`src/hw/rtl/u8sd_pkg.sv`:
```
// ---------------------------------------------------------------------------
// UTF-8 stream decoder package
// Widths, status codes, lead byte ranges and shared structs.
// ---------------------------------------------------------------------------
package u8sd_pkg;

    localparam int BYTE_W  = 8;
    localparam int CP_W    = 31;
    localparam int LEFT_W  = 3;
    localparam int TDATA_W = 32;
    localparam int TUSER_W = 2;

    typedef enum logic [1:0] {
        ST_CHAR    = 2'd0,
        ST_END     = 2'd1,
        ST_ILLEGAL = 2'd2,
        ST_CUT     = 2'd3
    } status_t;

    // Lead byte ranges (inclusive upper bounds; LEAD2_MIN is the shared lower bound)
    localparam logic [BYTE_W-1:0] ASCII_MAX = 8'h7F;
    localparam logic [BYTE_W-1:0] LEAD2_MIN = 8'hC0;
    localparam logic [BYTE_W-1:0] LEAD2_MAX = 8'hDF;
    localparam logic [BYTE_W-1:0] LEAD3_MAX = 8'hEF;
    localparam logic [BYTE_W-1:0] LEAD4_MAX = 8'hF7;
    localparam logic [BYTE_W-1:0] LEAD5_MAX = 8'hFB;
    localparam logic [BYTE_W-1:0] LEAD6_MAX = 8'hFD;

    typedef struct packed {
        logic [LEFT_W-1:0] bytes_left;
        logic [CP_W-1:0]   accumulator;
        logic              halted;
    } dec_state_t;

    typedef struct packed {
        logic [CP_W-1:0] code_point;
        status_t         status;
    } result_t;

endpackage

```
`src/hw/rtl/u8sd_step.sv`:
```
// ---------------------------------------------------------------------------
// UTF-8 decoder step
// Next decoder state and optional result for one input byte.
// ---------------------------------------------------------------------------
module u8sd_step
    import u8sd_pkg::*;
(
    input  logic [BYTE_W-1:0] in_byte,
    input  dec_state_t        cur,
    output dec_state_t        nxt,
    output logic              emit,
    output result_t           res
);

    logic [CP_W-1:0]   acc_shift;
    logic [LEFT_W-1:0] left_dec;
    logic              is_nul;

    assign acc_shift = {cur.accumulator[CP_W-7:0], in_byte[5:0]};
    assign left_dec  = cur.bytes_left - LEFT_W'(1);
    assign is_nul    = (in_byte == '0);

    always_comb
    begin
        nxt            = cur;
        emit           = 1'b0;
        res.code_point = '0;
        res.status     = ST_CHAR;

        priority if (cur.halted)
        begin
            if (is_nul)
                nxt.halted = 1'b0;
        end
        else if (cur.bytes_left != '0)
        begin
            if (is_nul)
            begin
                nxt.bytes_left  = '0;
                nxt.accumulator = '0;
                emit            = 1'b1;
                res.status      = ST_CUT;
            end
            else
            begin
                // continuation bytes are not checked for 10xxxxxx
                nxt.bytes_left = left_dec;
                if (left_dec == '0)
                begin
                    nxt.accumulator = '0;
                    emit            = 1'b1;
                    res.code_point  = acc_shift;
                end
                else
                    nxt.accumulator = acc_shift;
            end
        end
        else if (is_nul)
        begin
            emit       = 1'b1;
            res.status = ST_END;
        end
        else if (in_byte <= ASCII_MAX)
        begin
            emit           = 1'b1;
            res.code_point = {{(CP_W-7){1'b0}}, in_byte[6:0]};
        end
        else if (in_byte >= LEAD2_MIN && in_byte <= LEAD2_MAX)
        begin
            nxt.accumulator = {{(CP_W-5){1'b0}}, in_byte[4:0]};
            nxt.bytes_left  = LEFT_W'(1);
        end
        else if (in_byte >= LEAD2_MIN && in_byte <= LEAD3_MAX)
        begin
            nxt.accumulator = {{(CP_W-4){1'b0}}, in_byte[3:0]};
            nxt.bytes_left  = LEFT_W'(2);
        end
        else if (in_byte >= LEAD2_MIN && in_byte <= LEAD4_MAX)
        begin
            nxt.accumulator = {{(CP_W-3){1'b0}}, in_byte[2:0]};
            nxt.bytes_left  = LEFT_W'(3);
        end
        else if (in_byte >= LEAD2_MIN && in_byte <= LEAD5_MAX)
        begin
            nxt.accumulator = {{(CP_W-2){1'b0}}, in_byte[1:0]};
            nxt.bytes_left  = LEFT_W'(4);
        end
        else if (in_byte >= LEAD2_MIN && in_byte <= LEAD6_MAX)
        begin
            nxt.accumulator = {{(CP_W-1){1'b0}}, in_byte[0]};
            nxt.bytes_left  = LEFT_W'(5);
        end
        else
        begin
            // 0x80-0xBF, 0xFE, 0xFF: drop bytes until the next NUL
            nxt.accumulator = '0;
            nxt.bytes_left  = '0;
            nxt.halted      = 1'b1;
            emit            = 1'b1;
            res.status      = ST_ILLEGAL;
        end
    end

endmodule

```
`src/hw/rtl/u8sd_out_stage.sv`:
```
// ---------------------------------------------------------------------------
// UTF-8 decoder output stage
// Result register with one skid entry; space flag comes from registers only.
// ---------------------------------------------------------------------------
module u8sd_out_stage
    import u8sd_pkg::*;
(
    input  logic    clk,
    input  logic    rst_n,
    input  logic    push,
    input  result_t push_data,
    output logic    space,
    output logic    out_valid,
    input  logic    out_ready,
    output result_t out_data
);

    logic    out_valid_reg;
    logic    skid_valid_reg;
    result_t out_data_reg;
    result_t skid_data_reg;
    logic    pop;

    assign pop       = out_valid_reg && out_ready;
    assign space     = !skid_valid_reg;
    assign out_valid = out_valid_reg;
    assign out_data  = out_data_reg;

    always_ff @(posedge clk or negedge rst_n)
    begin
        if (!rst_n)
        begin
            out_valid_reg  <= 1'b0;
            skid_valid_reg <= 1'b0;
        end
        else
        begin
            if (pop)
            begin
                if (skid_valid_reg)
                    skid_valid_reg <= 1'b0;
                else
                    out_valid_reg <= push;
            end
            else if (push)
            begin
                if (!out_valid_reg)
                    out_valid_reg <= 1'b1;
                else
                    skid_valid_reg <= 1'b1;
            end
        end
    end

    always_ff @(posedge clk)
    begin
        if (pop)
        begin
            if (skid_valid_reg)
                out_data_reg <= skid_data_reg;
            else if (push)
                out_data_reg <= push_data;
        end
        else if (push)
        begin
            if (!out_valid_reg)
                out_data_reg <= push_data;
            else
                skid_data_reg <= push_data;
        end
    end

endmodule

```
`src/hw/rtl/utf8_stream_decoder.sv`:
```
// ---------------------------------------------------------------------------
// UTF-8 stream decoder
// Decodes original-form UTF-8 (up to six bytes, 31-bit code points).
// ---------------------------------------------------------------------------
// Usage:
//   Input beats on s_tvalid/s_tready/s_tdata carry one byte each; NUL ends a
//   string. Output beats on m_tvalid/m_tready/m_tdata/m_tuser carry a code
//   point and a status (char, end of string, illegal lead, cut sequence).
//   Lead bytes, non-final continuation bytes and bytes dropped after an illegal lead make no beat.
//   Throughput is one byte per cycle while the skid entry is free. An
//   accepted byte is held in the input register, then decoded into the
//   result register, from which its result, if any, shows on the master side.
//   The decode step is a single pass through masks, a 6-bit shift and the
//   lead byte compare between the input register and the result register.
//   If m_tready drops, one skid entry absorbs the result in flight, then
//   s_tready falls once the input register is also full; nothing is lost.
//   Reset clears the decoder state (no open sequence, not halted) and
//   empties all stages.
// ---------------------------------------------------------------------------
module utf8_stream_decoder
    import u8sd_pkg::*;
(
    input  logic               clk,
    input  logic               rst_n,
    input  logic               s_tvalid,
    output logic               s_tready,
    input  logic [BYTE_W-1:0]  s_tdata,   // [7:0] in_byte
    output logic               m_tvalid,
    input  logic               m_tready,
    output logic [TDATA_W-1:0] m_tdata,   // [30:0] code_point, [31] zero
    output logic [TUSER_W-1:0] m_tuser    // [1:0] status
);

    logic              in_valid_reg;
    logic [BYTE_W-1:0] in_byte_reg;
    dec_state_t        state_reg;
    dec_state_t        state_next;
    logic              emit;
    result_t           step_res;
    result_t           out_res;
    logic              space;
    logic              consume;

    assign consume  = in_valid_reg && space;
    assign s_tready = !in_valid_reg || space;

    always_ff @(posedge clk or negedge rst_n)
    begin
        if (!rst_n)
        begin
            in_valid_reg <= 1'b0;
            state_reg    <= '0;
        end
        else
        begin
            if (s_tready)
                in_valid_reg <= s_tvalid;
            if (consume)
                state_reg <= state_next;
        end
    end

    always_ff @(posedge clk)
    begin
        if (s_tvalid && s_tready)
            in_byte_reg <= s_tdata;
    end

    u8sd_step u_step (
        .in_byte (in_byte_reg),
        .cur     (state_reg),
        .nxt     (state_next),
        .emit    (emit),
        .res     (step_res)
    );

    u8sd_out_stage u_out (
        .clk       (clk),
        .rst_n     (rst_n),
        .push      (consume && emit),
        .push_data (step_res),
        .space     (space),
        .out_valid (m_tvalid),
        .out_ready (m_tready),
        .out_data  (out_res)
    );

    assign m_tdata = {1'b0, out_res.code_point};
    assign m_tuser = out_res.status;

endmodule

```
`config.mk`:
```
export PLATFORM = sky130hd
export DESIGN_NAME = utf8_stream_decoder
export DESIGN_NICKNAME = d
export VERILOG_FILES = /design/src/hw/rtl/u8sd_pkg.sv /design/src/hw/rtl/u8sd_step.sv /design/src/hw/rtl/u8sd_out_stage.sv /design/src/hw/rtl/utf8_stream_decoder.sv
export SDC_FILE = /design/constraint.sdc
export NUM_CORES = 1
export LEC_CHECK = 0
export ABC_AREA = 1
export BUFFER_PORTS_ARGS = -buffer_cell sky130_fd_sc_hd__clkbuf_2
export CORE_MARGIN = 3
export CORE_UTILIZATION = 54
export DETAILED_ROUTE_END_ITERATION = 8
export GPL_ROUTABILITY_DRIVEN = 0
export PLACE_DENSITY = 0.76
export SLEW_MARGIN = 10
export SYNTH_ARGS = -nofsm -noshare
export SYNTH_HDL_FRONTEND = slang
export SYNTH_HIERARCHICAL = 1
export SYNTH_SLANG_ARGS = --single-unit
```
`constraint.sdc`:
```
create_clock -name clk -period 3.37 [get_ports clk]
set_clock_uncertainty 0.1 [all_clocks]
set_input_delay 0.674 -clock clk [delete_from_list [all_inputs] [get_ports clk]]
set_output_delay 0.674 -clock clk [all_outputs]
set_load 0.005 [all_outputs]
```
## After elaboration in Yosys (flattened, before gate mapping)

Index checks and enable logic that the tools add are counted.

- Latch bits: 0
- Bits of input ports: 12
- Register bits after elaboration: 106
- Logic and storage cells: 97
- Memory bits (writable): 0
- Memories: 0
- Memory bits (read-only): 0

- Divide/modulo/power cells: 0
- $mul: 0
- Multiplexer cells: 49
- $add $sub $neg: 1
- Magnitude comparators: 7
- Shift-type cells: 0
- Bitwise logic cells: 2
- Equality and inequality tests: 4
- Reductions and logical operators: 23

Operators by type and width:

| cell | count |
|---|---|
| $mux 34 | 7 |
| $mux 33 | 7 |
| $mux 31 | 4 |
| $mux 35 | 2 |
| $le 8x8->1 const B | 5 |
| $mux 1 | 20 |
| $mux 2 | 8 |
| $logic_and 1x1->1 | 9 |
| $ge 8x8->1 const B | 1 |
| $le 8x7->1 const B | 1 |
| $logic_not 8->1 | 1 |
| $mux 7 | 1 |
| $ne 2x2->1 const B | 3 |
| $reduce_and 3->1 | 2 |
| $reduce_bool 2->1 | 3 |
| $reduce_and 2->1 | 2 |
| $reduce_and 4->1 | 1 |
| $logic_not 3->1 | 1 |
| $reduce_bool 3->1 | 1 |
| $sub 3x1->3 const B | 1 |
| $logic_not 1->1 | 2 |
| $ne 2x1->1 const B | 1 |
| $not 1->1 | 2 |
| $logic_or 1x1->1 | 1 |

## Logic depth before layout (Yosys ltp)

Gate-level depths: netlist (run 1).

- Depth after elaboration: 15
- Gate-level depth with buffers: 13
- Mapped depth without buffers: 13

## Hierarchy

Netlist (run 1), hierarchy kept.

Modules (own cells, without submodules):

| module | times used | seq. area each (um2) | cells an instance | area each (um2) |
|---|---|---|---|---|
| u8sd_out_stage | 1 | 2031.9 | 198 | 2781.4 |
| utf8_stream_decoder | 1 | 1141.1 | 170 | 1702.9 |
| u8sd_step | 1 | 0.0 | 232 | 1083.5 |

## Worst setup path before layout (run 1)

Ideal clock, no wire load.

- Path kind: flip-flop to flip-flop
- From: reg state_reg[32] (netlist name)
- To: reg u_out.out_data_reg, in the netlist u_out/out_data[0], enable pin
- Data required time: 2.846 ns
- Cell stages (with the launch flop): 14
- Slack: -0.355 ns
- Arrival time: 3.201 ns
- Cells stage by stage: dfrtp_1 > inv_1 > ha_1 > ha_1 > nand2_1 > nor2_2 > inv_1 > a31oi_1 > inv_1 > nor2_1 > inv_1 > nand2_1 > nand2_1 > nor2_1

- Longest elaborated chain between the ends: 9
- Elaborated cells on any way between the ends: 11

RTL lines:

| what | RTL line | source |
|---|---|---|
| from (decl) | utf8_stream_decoder.sv:36 | `dec_state_t state_reg;` |
| from (signal assigned) | utf8_stream_decoder.sv:59 | `state_reg <= state_next;` |
| $sub 3x1->3 | u8sd_step.sv:20 | `assign left_dec = cur.bytes_left - LEFT_W'(1);` |
| $logic_not 3->1 | u8sd_step.sv:48 | `if (left_dec == '0)` |
| $mux 1 | u8sd_step.sv:48 |  |
| $mux 1 | u8sd_step.sv:37 | `if (is_nul)` |
| $mux 1 (*) | u8sd_step.sv:35 | `else if (cur.bytes_left != '0)` |
| $mux 1 (*) | u8sd_step.sv:30 | `priority if (cur.halted)` |
| via emit | utf8_stream_decoder.sv:38 | `logic emit;` |
| $logic_and 1x1->1 (*) | utf8_stream_decoder.sv:80 | `.push (consume && emit),` |
| $reduce_bool 2->1 (no source line) | -- |  |
| $reduce_and 3->1 (no source line) (*) | -- |  |
| to (signal assigned) | u8sd_out_stage.sv:60 | `out_data_reg <= skid_data_reg;` |
| to (signal assigned) | u8sd_out_stage.sv:62 | `out_data_reg <= push_data;` |
| to (signal assigned) | u8sd_out_stage.sv:67 | `out_data_reg <= push_data;` |
| to (decl) | u8sd_out_stage.sv:20 | `result_t out_data_reg;` |

The timed path passes the listed nets; every way through them passes the cells marked *.
A chain may end at the register's enable or synchronous reset.

## Final worst setup path (run 1)

- From: reg state_reg[32] (netlist name)
- To: reg u_out.out_data_reg, in the netlist u_out/out_data[13], enable pin

Same word-level chain as after synthesis.

==> results of run 1 <==
==> power by group <==
group          switching [mW]  internal [mW]  total, mW
clock network           0.478          0.281      0.759
logic                    1.04          0.440       1.48
registers               0.185           1.65       1.83
==> path summary, 6_finish.rpt <==
check	depth (start not counted)	start	endpoint	slack [ps]
setup / recovery	14	state_reg[32]	u_out/out_data[13]	450
hold / removal	1	rst_n	state_reg[19]	280
setup reg to reg	14	state_reg[32]	u_out/out_data[13]	450
hold reg to reg	2	state_reg[7]	state_reg[7]	410
max in group asynchronous	1	rst_n	state_reg[4]	2360
min in group clk	1	s_tdata[2]	in_byte_reg[2]	370
==> final cells by class <==
cell class,instances,area [µm²],area share [%]
multi-input cells,392,1790,32.1
flip-flops and latches,106,3020,54.2
clock buffers,9,124,2.22
repair buffers,56,318,5.70
clock inverters,7,66.3,1.19
well taps,129,161,2.89
inverters,26,97.6,1.75
==> per-stage QoR <==
step / cell area, µm² / utilization [%]
3_5_place_dp: 5390 / 57.5
6_report: 5580 / 59.5
5_1_grt: 5580 / 59.5
2_1_floorplan: 5300 / -
4_1_cts: 5580 / 59.5
3_3_place_gp: 5390 / 57.5
==> cells in the final DEF (no fill, tap or decap) <==
cell type   instances
nand2_1           214
edfxtp_1           74
clkbuf_2           46
nand3_1            41
nor2_1             41
nand4_1            35
dfrtp_1            32
inv_1              23
o21ai_0            23
clkbuf_8            9
buf_4               9
a21oi_1             8
nor3_1              6
nand2_2             5
clkinvlp_4          4
nor2_2              3
ha_1                3
nand3_4             2
inv_2               2
o22ai_1             2
conb_1              1
clkinv_4            1
clkinv_8            1
inv_8               1
buf_12              1
clkinv_1            1
nand2_4             1
nor2_4              1
nand4_4             1
o31ai_1             1
o21ai_1             1
nand3b_1            1
a211oi_2            1
a31oi_1             1
==> per-layer routing <==
layer  up-vias  global-route usage [%]  share of wire [%]
met3        32                    2.59                6.1
met1      1966                    27.5                 41
met2       175                    36.2                 50
li1       1939                       -                  -
met4         0                    9.09                2.8
met5         -                       0                  0
==> critical path, delay by kind of cell, from the launching register on <==
family,cells,cell delay (ps)
AOI/OAI and AO/OA,1,180
adders and majority gates,2,490
buffers and inverters,5,560
DFF,1,450
and+or+nand+nor,6,820
==> flow_summary.json, run 1 <==
{
  "cap_viol_max_count": 0,
  "syn_avg_cell_area_um2": 9.38,
  "die_h_um": 105,
  "via_count": 4112,
  "viasPerCell": 5.67,
  "maxSlewHeadroom_pct": 44.6,
  "antenna_found_initial": 0,
  "min_period_over_period_pct": 86.7,
  "cellPowerDensity_nw_per_um2": 729,
  "dpl.cell_count": 709,
  "finalSetupTns_ps": 0,
  "drive_above_1_share_pct": 14.8,
  "path_max_fanout": 33,
  "grt_max_degree": 35,
  "fp.dieW_um": 105,
  "synthesis.area_um2": 5290,
  "fin_nets": 606,
  "grt_pass1_wl_um": 19100,
  "critPathCaptureType": "flip-flop",
  "instances_no_fill": 725,
  "drt_iter0_markers": 358,
  "core_area_um2": 9370,
  "grt_usage_pct": 21.3,
  "slew_viol_final": 0,
  "ios": 48,
  "port_buffers": 46,
  "rsz0062_at_grt": "no",
  "cts.hold.buffers_added": 0,
  "wirelength_um": 11400,
  "setup_viol": 0,
  "critPathRequiredTime_ps": 3350,
  "cts_buffer_depth": 2,
  "tightest_slew_ps": 831,
  "min_period_ps": 2920,
  "slowest_stage": "dfrtp_1",
  "drc_errors": 0,
  "antennaDiodeCount": 0,
  "grt_pass1_vias": 3906,
  "crit_arrival_ps": 2900,
  "outcome": "completed",
  "dpl.hpwl_um": 7260,
  "worst_path_largest_cell_delay_ps": 450,
  "dr.pass1.iters": 5,
  "rows": 35,
  "ctsHtreeMaxLevel": 3,
  "syn_to_final_growth_pct": 5.44,
  "final_antenna_net_count": 0,
  "total_power_mw": 4.07,
  "path_class": "flip-flop to flip-flop",
  "hold_slack_ps": 277,
  "start_kind": "flip-flop",
  "nFillCells": 799,
  "postCtsSetupBuffers": 0,
  "fp.dieArea_um2": 11000,
  "finalHoldViolCount": 0,
  "syn_inst": 564,
  "clkTransAtPathRegs_ps": 110,
  "post_drt_wl_per_cell_um": 15.8,
  "cts_tree": "built",
  "cts_root_buf": "clkbuf_8",
  "numCtsBuffers": 9,
  "yosysWarnings": 6,
  "hold_path_class": "input port to async pin",
  "crit_path_frequent_cell": "inv_1",
  "clock_latency_ps": 370,
  "cellLeakagePower_nw": 2.46,
  "setup_ws_ps": 449,
  "grt_overflow": 0,
  "path_cells": "inv_1 > ha_1 > ha_1 > nand2_1 > nor2_2 > inv_1 > a31oi_1 > inv_1 > nor2_1 > inv_1 > nand2_1 > nand2_1 > nor2_2 > buf_12",
  "timing.fmax_ghz": 0.342,
  "peakVddDrop_v": 0.000529,
  "pre_cts_ws_ps": 515,
  "post_cts_resize_count": 0,
  "syn_nets": 579,
  "initial_core_util_pct": 56.4,
  "cts_sinks": 106
}
Note: power is estimated with default switching activity, not from simulation.
==> run 2: changes to the inputs <==
--- a/config.mk
+++ b/config.mk
@@ -7,11 +7,13 @@
 export LEC_CHECK = 0
 export ABC_AREA = 1
 export BUFFER_PORTS_ARGS = -buffer_cell sky130_fd_sc_hd__clkbuf_2
+export CELL_PAD_IN_SITES_DETAIL_PLACEMENT = 0
+export CELL_PAD_IN_SITES_GLOBAL_PLACEMENT = 1
 export CORE_MARGIN = 3
-export CORE_UTILIZATION = 54
+export CORE_UTILIZATION = 42
 export DETAILED_ROUTE_END_ITERATION = 8
 export GPL_ROUTABILITY_DRIVEN = 0
-export PLACE_DENSITY = 0.76
+export PLACE_DENSITY_LB_ADDON = 0.1
 export SLEW_MARGIN = 10
 export SYNTH_ARGS = -nofsm -noshare
 export SYNTH_HDL_FRONTEND = slang
==> flow_summary.json, run 2 (synthesis results as in run 1) <==
{
  "cts_root_buf": "clkbuf_16",
  "viasPerCell": 5.10,
  "layout_commonest_cell": "nand2_1",
  "wirelength_um": 11800,
  "dr.pass1.iters": 4,
  "grt_pass1_vias": 3742,
  "critPathRequiredTime_ps": 3320,
  "via_count": 3894,
  "fp.dieArea_um2": 14000,
  "drc_errors": 0,
  "fin_nets": 605,
  "grt_usage_pct": 17.4,
  "numCtsBuffers": 9,
  "grt_pass1_wl_um": 19400,
  "power_frac_comb_pct": 33.4,
  "p_int_mw": 2.67,
  "cts.hold.buffers_added": 0,
  "core_area_um2": 12200,
  "postCtsSetupBuffers": 0,
  "min_period_ps": 2860,
  "final_area_um2": 5740,
  "setup_ws_ps": 512,
  "post_cts_resize_count": 0,
  "antenna_found_initial": 0,
  "clock_latency_ps": 350,
  "ios": 48,
  "cts_tree": "built",
  "antennaDiodeCount": 0,
  "port_buffers": 46,
  "initial_core_util_pct": 43.5,
  "ctsHtreeMaxLevel": 3,
  "rsz0062_at_grt": "no",
  "fp.dieW_um": 118,
  "power_switching_mw": 1.68,
  "slew_viol_final": 0,
  "pwr-share-seq_pct": 42.2,
  "rows": 40,
  "crit_arrival_ps": 2810,
  "swShare_pct": 38.6,
  "cellLeakagePower_nw": 2.52,
  "final_antenna_net_count": 0,
  "finalHoldViolCount": 0,
  "clkTransAtPathRegs_ps": 70,
  "start_kind": "flip-flop",
  "grt_overflow": 0,
  "cts_sinks": 106,
  "path_max_fanout": 29,
  "post_drt_wl_per_cell_um": 15.4,
  "finalSetupTns_ps": 0,
  "maxSlewHeadroom_pct": 40.2,
  "dpl_cell_area_um2": 5440,
  "total_power_mw": 4.34,
  "outcome": "completed",
  "tightest_slew_ps": 897,
  "cts_buffer_depth": 2,
  "dpl.hpwl_um": 7710,
  "peakVddDrop_v": 0.000443,
  "power_frac_clock_pct": 24.3,
  "min_period_over_period_pct": 84.8,
  "critPathCaptureType": "flip-flop",
  "grt_max_degree": 35,
  "syn_to_final_growth_pct": 8.42,
  "cellPowerDensity_nw_per_um2": 757,
  "setup_viol": 0,
  "hold_path_class": "input port to async pin",
  "pre_cts_ws_ps": 538,
  "timing.fmax_ghz": 0.350,
  "drive_above_1_share_pct": 14.1,
  "path_class": "flip-flop to flip-flop",
  "final_cell_mix": "nand2_1, edfxtp_1, clkbuf_2",
  "die_h_um": 118,
  "drt_iter0_markers": 327,
  "cap_viol_max_count": 0
}
## run 2: area by class of cell
cell class                 count  area (µm²)
inverter                      26        97.6
sequential                   106        3020
fill                        1177        6430
clock inverter                 6        65.1
multi-input combinational    392        1790
tap                          168         210
clock buffer                  10         229
timing repair buffer          55         323
## run 2: worst paths after layout
path,from,slack (ps),cells after the start,endpoint
worst max-delay path,state_reg[32],510,12,u_out/skid_data_reg[27]
worst min-delay path,rst_n,340,1,state_reg[17]
worst max register to register,state_reg[32],510,12,u_out/skid_data_reg[27]
worst min register to register,state_reg[17],400,2,state_reg[17]
max in group asynchronous,rst_n,2270,1,state_reg[5]
min in group clk,s_tdata[1],390,1,in_byte_reg[1]
## run 2: per-stage QoR
| stage | hold WS [ps] | std cells | util [%] |
|---|---|---|---|
| 3_3_place_gp | 378 | 747 | 44.7 |
| 5_1_grt | 384 | 763 | 47.2 |
| 3_5_place_dp | 383 | 747 | 44.7 |
| 6_report | 344 | 763 | 47.2 |
| 2_1_floorplan | 278 | 564 | - |
| 4_1_cts | 363 | 763 | 47.2 |
## run 2: power groups by stage
stage | clock [mW] | sequential [mW] | combinational (mW)
3_5_place_dp | 0 | 1.87 | 1.46
2_1_floorplan | 0 | 1.79 | 1.29
3_3_place_gp | 0 | 1.86 | 1.46
6_report | 1.06 | 1.83 | 1.45
5_1_grt | 1.13 | 1.87 | 1.67
4_1_cts | 1.09 | 1.84 | 1.46
## run 2: layer usage
metal / part of all wire, % / up-vias / routed length [µm] / GRT usage, %
met2: 46 / 92 / 5350 / 26.7
met3: 4.1 / 13 / 478 / 2.82
met1: 49 / 1853 / 5730 / 24.7
li1: - / 1936 / - / -
met4: 1.7 / 0 / 199 / 7.03
met5: 0 / - / 0 / 0
## run 2: critical path: stages, from the launching register on
cell and delay (ps):
dfrtp_1 430, inv_1 70, ha_1 190, ha_1 290
nand2_1 140, nor2_2 180, inv_1 90, a31oi_1 170
inv_1 60, nor2_1 180, inv_1 110, nor2_2 290
buf_12 240
